<file path="config.mk">
export PLATFORM = sky130hd
export DESIGN_NAME = le3_entropy
export DESIGN_NICKNAME = d
export VERILOG_FILES = /design/src/rtl/le3_pkg.sv /design/src/rtl/le3_entropy.sv
export SDC_FILE = /design/constraint.sdc
export NUM_CORES = 1
export LEC_CHECK = 0
export BUFFER_PORTS_ARGS = -buffer_cell sky130_fd_sc_hd__clkbuf_2
export CAP_MARGIN = 10
export CORE_AREA = 2 2 162 164
export DETAILED_ROUTE_END_ITERATION = 12
export DIE_AREA = 0 0 164 166
export PLACE_DENSITY = 0.78
export SYNTH_ARGS = -nofsm -noshare
export SYNTH_HDL_FRONTEND = slang
export SYNTH_SLANG_ARGS = --single-unit
export TNS_END_PERCENT = 10
</file>
<file path="constraint.sdc">
create_clock -name i_clk -period 6.1 [get_ports i_clk]
set_input_delay 1.22 -clock i_clk [delete_from_list [all_inputs] [get_ports i_clk]]
set_output_delay 1.22 -clock i_clk [all_outputs]
set_load 0.02 [all_outputs]
</file>
<file path="src/rtl/le3_pkg.sv">
// Shared types, constants and the entropy term table of the 3x3 local entropy filter.
package le3_pkg;

    localparam int MAX_WIDTH  = 2048;
    localparam int LINE_AW    = (MAX_WIDTH > 1) ? $clog2(MAX_WIDTH) : 1;

    localparam int PIX_W      = 8;
    localparam int WIDTH_W    = 12;
    localparam int HEIGHT_W   = 16;
    localparam int ROW_W      = HEIGHT_W + 1;
    localparam int ENT_W      = 16;
    localparam int TERM_W     = 13;
    localparam int CFG_DATA_W = 16;
    localparam int CFG_IDX_W  = 1;

    localparam int WIN_N      = 9;
    localparam int CNT_W      = 4;

    localparam int FIFO_DEPTH = 8;
    localparam int FIFO_AW    = $clog2(FIFO_DEPTH);
    localparam int FIFO_CW    = $clog2(FIFO_DEPTH + 1);

    localparam logic [CFG_IDX_W-1:0] CFG_WIDTH  = 1'b0;
    localparam logic [CFG_IDX_W-1:0] CFG_HEIGHT = 1'b1;

    localparam logic CMD_PIXEL = 1'b0;
    localparam logic CMD_DRAIN = 1'b1;

    typedef struct packed {
        logic             cmd;
        logic [PIX_W-1:0] pixel;
    } t_in;

    typedef struct packed {
        logic [ENT_W-1:0] entropy;
        logic             last;
    } t_out;

    // window position r*3+c, row 0 is the oldest line, column 0 the oldest pixel
    typedef logic [WIN_N-1:0][PIX_W-1:0] t_win;

    typedef struct packed {
        logic top;
        logic bottom;
        logic left;
        logic right;
    } t_edge;

    // -(1/9)*log2(n/9) in Q2.14, rounded to nearest
    function automatic logic [TERM_W-1:0] term_q14(input logic [CNT_W-1:0] n);
        logic [TERM_W-1:0] t;
        case (n)
            4'd1:    t = 13'd5771;
            4'd2:    t = 13'd3950;
            4'd3:    t = 13'd2885;
            4'd4:    t = 13'd2130;
            4'd5:    t = 13'd1544;
            4'd6:    t = 13'd1065;
            4'd7:    t = 13'd660;
            4'd8:    t = 13'd309;
            default: t = 13'd0;
        endcase
        return t;
    endfunction

endpackage

</file>
<file path="src/rtl/le3_entropy.sv">
// Window masking, equal-value counting, term lookup and term sum.
module le3_entropy (
    input  logic                        i_clk,
    input  logic                        i_rst_n,
    input  logic                        i_valid,
    input  logic                        i_last,
    input  le3_pkg::t_win               i_win,
    input  le3_pkg::t_edge              i_edge,
    output logic                        o_valid,
    output logic                        o_last,
    output logic [le3_pkg::ENT_W-1:0]   o_sum
);

    logic [le3_pkg::WIN_N-1:0][le3_pkg::PIX_W-1:0]  vals;
    logic [le3_pkg::WIN_N-1:0][le3_pkg::CNT_W-1:0]  cnt;
    logic [le3_pkg::WIN_N-1:0][le3_pkg::TERM_W-1:0] n_terms;
    logic [le3_pkg::WIN_N-1:0][le3_pkg::TERM_W-1:0] r_terms;
    logic                                           r_valid;
    logic                                           r_last;

    // force positions outside the frame to zero
    always_comb begin
        for (int r = 0; r < 3; r++) begin
            for (int c = 0; c < 3; c++) begin
                if ((r == 0 && i_edge.top) || (r == 2 && i_edge.bottom) ||
                    (c == 0 && i_edge.left) || (c == 2 && i_edge.right)) begin
                    vals[r*3+c] = '0;
                end else begin
                    vals[r*3+c] = i_win[r*3+c];
                end
            end
        end
    end

    always_comb begin
        for (int i = 0; i < le3_pkg::WIN_N; i++) begin
            cnt[i] = '0;
            for (int j = 0; j < le3_pkg::WIN_N; j++) begin
                cnt[i] = cnt[i] + le3_pkg::CNT_W'(vals[i] == vals[j]);
            end
            n_terms[i] = le3_pkg::term_q14(cnt[i]);
        end
    end

    always_ff @(posedge i_clk) begin
        r_terms <= n_terms;
        r_last  <= i_last;
        if (!i_rst_n) begin
            r_valid <= 1'b0;
        end else begin
            r_valid <= i_valid;
        end
    end

    always_comb begin
        o_sum = '0;
        for (int i = 0; i < le3_pkg::WIN_N; i++) begin
            o_sum = o_sum + le3_pkg::ENT_W'(r_terms[i]);
        end
    end

    assign o_valid = r_valid;
    assign o_last  = r_last;

endmodule

</file>
==> key figures, run 1 <==
Run status
  • Run status: stopped before the end
  • Fail Step: 5_1_grt
  • Error: [ERROR GRT-0116] Global routing finished with congestion. Check the congestion regions in the DRC Viewer.

Floorplanning
  • Std-Cell Rows: 59
  • I/O pin cnt: 98
  • Die height: 166 um
  • Initial Utilization: 0.558
  • Die X: 164 um

GRT
  • Total gr overflow: 17
  • First-pass GRT wire length: 141,000 um
  • Vias in the first global route: 19.7k
  • GRT Util Overall: 0.717
  • Largest net degree at the start of global routing: 25

Yosys
  • Synthesized cell area: 14,300 um2
  • Syn. warnings: 0
  • XOR/XNOR share of the synthesized area: 0.0888
  • Largest family of logic cells by synthesized area: compound AO/OA/AOI/OAI gates
  • Sequential element share of the synthesized area: 0.141
  • Syn Area/Cell: 7.58 um2
  • Yosys cell types: 76
  • Flops & latches, synth: 101
  • EDFF count, synth: 0
  • Syn Inst Count: 1,887
  • Mapped Nets: 2,178
  • Mux share of post-synthesis cell area: 0.000700
  • Adder-Cell Fraction of Synth Area: 0.242
  • Async SR Flop Fraction: 0
  • Synth Area in Compound Gates: 0.261
  • Post-Synth Simple-Gate Area: 0.153
  • Most common flop cell mapped by yosys: dfxtp_1

CTS
  • Root Buffer: clkbuf_16
  • CTS Buffer Depth: 2
  • Post-CTS Hold Buffers: 0
  • CTS HTree Levels: 3
  • Clk sinks: 101
  • Num CTS Buffers: 9

Place
  • Routability cong.: 1.22
  • Port Buf Inserts: 97
  • HPWL after DPL: 60,000 um
  • Dpl cells: 2,496
-- kinds of logic after synthesis --
kind of cell    after synthesis
compound gates              582
simple gates                447
buf+inv                     400
fa+ha+maj                   211
xor+xnor                    145
flops                       101
mux                           1
-- timing repair --
item,CTS
gates resized for setup,36
pin swaps,21
setup buffers,5
endpoints found under the setup margin,9
-- per-layer routing --
metal / GRT overflow / GRT usage
met5: 0 / 0.171
met4: 13 / 0.666
met3: 0 / 0.573
met2: 4 / 0.875
met1: 0 / 0.739
-- cell usage after synthesis (3+ instances only) --
cell	n	area share
nor4b_1	6	0.0037
or2_2	8	0.0035
buf_1	9	0.0024
o21a_1	4	0.0021
o21bai_1	28	0.015
fa_1	110	0.15
nor3_1	36	0.013
nor2_1	151	0.040
o221ai_1	5	0.0031
nand3_1	29	0.010
nor2b_1	26	0.011
a22oi_1	18	0.0094
o32ai_1	17	0.010
a32o_1	4	0.0028
a31oi_1	40	0.017
nand2_1	88	0.023
a221oi_1	9	0.0055
or3_1	5	0.0022
nand4_1	17	0.0074
buf_2	70	0.024
a22o_1	6	0.0037
a2111oi_0	4	0.0024
a21oi_1	86	0.030
a21o_1	7	0.0037
nor4_1	26	0.011
o21ai_0	198	0.069
ha_1	101	0.088
dfxtp_1	101	0.14
inv_1	248	0.065
o31ai_1	10	0.0052
xnor2_1	88	0.054
a211oi_1	14	0.0073
a41oi_1	35	0.021
and4_1	4	0.0024
clkinv_1	7	0.0018
and2b_1	3	0.0016
buf_4	4	0.0021
and3_1	11	0.0048
o22ai_1	50	0.022
xor2_1	57	0.035
o32a_1	8	0.0056
a32oi_1	13	0.0080
nand2b_1	22	0.0096
clkbuf_1	60	0.016
-- per-stage QoR --
| stage | TNS [ns] | worst slack, ns | hold WS, ns | cell area, um2 |
|---|---|---|---|---|
| after floorplan | 0 | 0.186 | 1.25 | 14300 |
| after global placement | -0.163 | -0.0610 | 1.32 | 17000 |
| after detailed placement | -1.84 | -0.266 | 1.33 | 17000 |
| after CTS | -1.69 | -0.413 | 0.963 | 17500 |
==> run 2: changes to the inputs <==
--- a/config.mk
+++ b/config.mk
@@ -7,10 +7,10 @@
 export LEC_CHECK = 0
 export BUFFER_PORTS_ARGS = -buffer_cell sky130_fd_sc_hd__clkbuf_2
 export CAP_MARGIN = 10
-export CORE_AREA = 2 2 162 164
+export CORE_AREA = 2 2 193 195
 export DETAILED_ROUTE_END_ITERATION = 12
-export DIE_AREA = 0 0 164 166
-export PLACE_DENSITY = 0.78
+export DIE_AREA = 0 0 195 197
+export PLACE_DENSITY_LB_ADDON = 0.15
 export SYNTH_ARGS = -nofsm -noshare
 export SYNTH_HDL_FRONTEND = slang
 export SYNTH_SLANG_ARGS = --single-unit
==> constraint.sdc (replaced) <==
create_clock -name i_clk -period 7.93 [get_ports i_clk]
set_input_delay 1.586 -clock i_clk [delete_from_list [all_inputs] [get_ports i_clk]]
set_output_delay 1.586 -clock i_clk [all_outputs]
set_load 0.02 [all_outputs]
==> run 2 against run 1 <==
The flow now finishes without violations; synthesized cell count unchanged; synthesized area unchanged.
==> key figures, run 2 <==
Setup path
  • Worst path top cell family by delay: adder cells
  • CP bufs+invs: 3
  • Worst setup EP type: output port
  • CP cell instances: ha_1 > fa_1 > a211oi_1 > o21ai_1 > a41oi_2 > o21bai_1 > a21oi_1 > xnor2_1 > fa_1 > inv_1 > fa_1 > fa_1 > inv_1 > ha_1 > a21o_1 > a21oi_1 > nor2b_1 > a211oi_1 > xnor2_1 > clkbuf_2
  • Critical path class: reg2out
  • Critical Path Stages: 20
  • Max incr delay on CP: 0.55 ns
  • Worst Setup SP: r_terms[0]$_DFF_P_
  • Slowest cell on the critical path: fa_1
  • CP Capture Point: o_sum[15]
  • WP data required: 6.34 ns
  • Arr. time, crit path: 5.79 ns
  • Worst-path fanout max: 8
  • Most frequent CP cell: fa_1
  • CP startpoint kind: flip-flop

Floorplanning
  • Initial Utilization: 0.394
  • I/O pin cnt: 98
  • Die X: 195 um
  • Die height: 197 um
  • Die area: 38,400 um2
  • Std-Cell Rows: 70
  • Core area: 36,300 um2

Timing
  • Worst slew pin tran: 1.21 ns
  • Peak Freq: 0.136 GHz
  • Hold_ws: 1.33 ns
  • Setup TNS: 0 ns
  • Final hold vios: 0
  • Max-slew violations: 0
  • Relative slew slack: 0.187
  • Setup violators final: 0
  • RSZ-0062 raised after global routing: no
  • Final worst-path cycle share: 0.930
  • Tmin final: 7.38 ns

Yosys
  • Mapped Nets: 2,178
  • Yosys top cell by area: fa_1
  • Sequential element share of the synthesized area: 0.141
  • Async SR Flop Fraction: 0
  • Post-synth top cells: inv_1, o21ai_0, nor2_1
  • Most common flop cell mapped by yosys: dfxtp_1
  • Synth area leaders: fa_1, dfxtp_1, ha_1
  • Yosys cell types: 76
  • EDFF count, synth: 0
  • Syn Inst Count: 1,887
  • Syn. warnings: 0
  • Flops & latches, synth: 101
  • Synthesized cell area: 14,300 um2
  • Most numerous cell in the Yosys netlist: inv_1
  • Syn Area/Cell: 7.58 um2
  • Synth top area share: 0.154

Place
  • HPWL after DPL: 54,500 um
  • Routability cong.: 1.06
  • Port Buf Inserts: 97

Run status
  • Run status: completed

GRT
  • GRT Util Overall: 0.357
  • Largest net degree at the start of global routing: 22
  • Initial antenna violation count: 2
  • Total gr overflow: 0
  • Vias in the first global route: 14.1k
  • First-pass GRT wire length: 99,200 um

CTS
  • Setup bufs post-CTS: 0
  • Post-CTS Hold Buffers: 0
  • CTS Buffer Depth: 2
  • CTS clk-pin slew, worst paths: 0.07 ns
  • CTS tree: built
  • Cts repair resizes: 0
  • Num CTS Buffers: 9
  • Clk sinks: 101
  • Root Buffer: clkbuf_16
  • CTS HTree Levels: 3

Cells and area
  • NumNets Final: 2,191
  • Most frequent cells in the layout: inv_1, o21ai_0, nor2_1
  • Largest Register: r_terms
  • Layout cells sized above 1: 0.0966
  • Area grow syn2layout: 7.82%
  • Max reg flops: 99
  • Most common cell after layout, fill and taps aside: inv_1

Worst hold path
  • Worst min-delay path class: in2reg

Route
  • Antenna-violating nets left: 0
  • Vias per inst: 6.24
  • WL final: 68,500 um
  • Avg WL per Cell: 28.9 um
  • Vias post-DR: 14.8k
  • # DRC: 0
  • Number of DRC markers in iteration 0: 1,826
  • Detailed Routing Iterations Pass 1: 6

Run
  • Max Cap Viol: 0
run 2: layer usage:
metal / wire length [um] / up-vias / GRT usage / share of wire
met5: 11 / - / 0 / 0.00016
met4: 3430 / 2 / 0.149 / 0.050
met3: 7640 / 180 / 0.0922 / 0.11
met2: 28300 / 881 / 0.537 / 0.41
met1: 29100 / 7190 / 0.485 / 0.42
li1: - / 6562 / - / -
run 2: cells by family after synthesis:
group	Yosys count	share of synthesized area
AO/OA/AOI/OAI	582	0.261
flip-flops	101	0.141
XOR/XNOR	145	0.0888
AND/OR/NAND/NOR	447	0.153
multiplexers	1	0.000700
buffers and inverters	400	0.112
adder cells (fa/ha/maj)	211	0.242
run 2: area by class of cell:
type	instances	area, um2
Fill cell	3853	20800
Multi-Input combinational cell	1386	10700
Sequential cell	101	2020
Inverter	256	961
Timing Repair Buffer	146	853
Tap cell	468	586
Clock buffer	11	253
Clock inverter	5	68.8
Antenna cell	1	2.50
run 2: per-stage QoR:
stage                     instances  setup slack (ns)   util  instance area [um2]
final                          2374             0.552  0.425                15400
after global routing           2373             0.242  0.425                15400
after CTS                      2373             0.562  0.425                15400
after detailed placement       2357             0.789  0.416                15100
after global placement         2357             0.906  0.416                15100
after floorplan                1887              1.65      -                14300
run 2: worst min path at each step:
stage,slack (ns),cells past startpoint,from,end
2_1_floorplan,1.61,0,i_last,o_last$_DFF_P_
4_1_cts,1.32,1,i_last,o_last$_DFF_P_
6_report,1.33,1,i_last,o_last$_DFF_P_
3_5_place_dp,1.69,1,i_last,o_last$_DFF_P_
5_1_grt,1.32,1,i_last,o_last$_DFF_P_
3_3_place_gp,1.69,1,i_last,o_last$_DFF_P_
Power of run 2 is not shown: default switching activity piles up to over one toggle a cycle in this logic, so the estimate is an artifact.
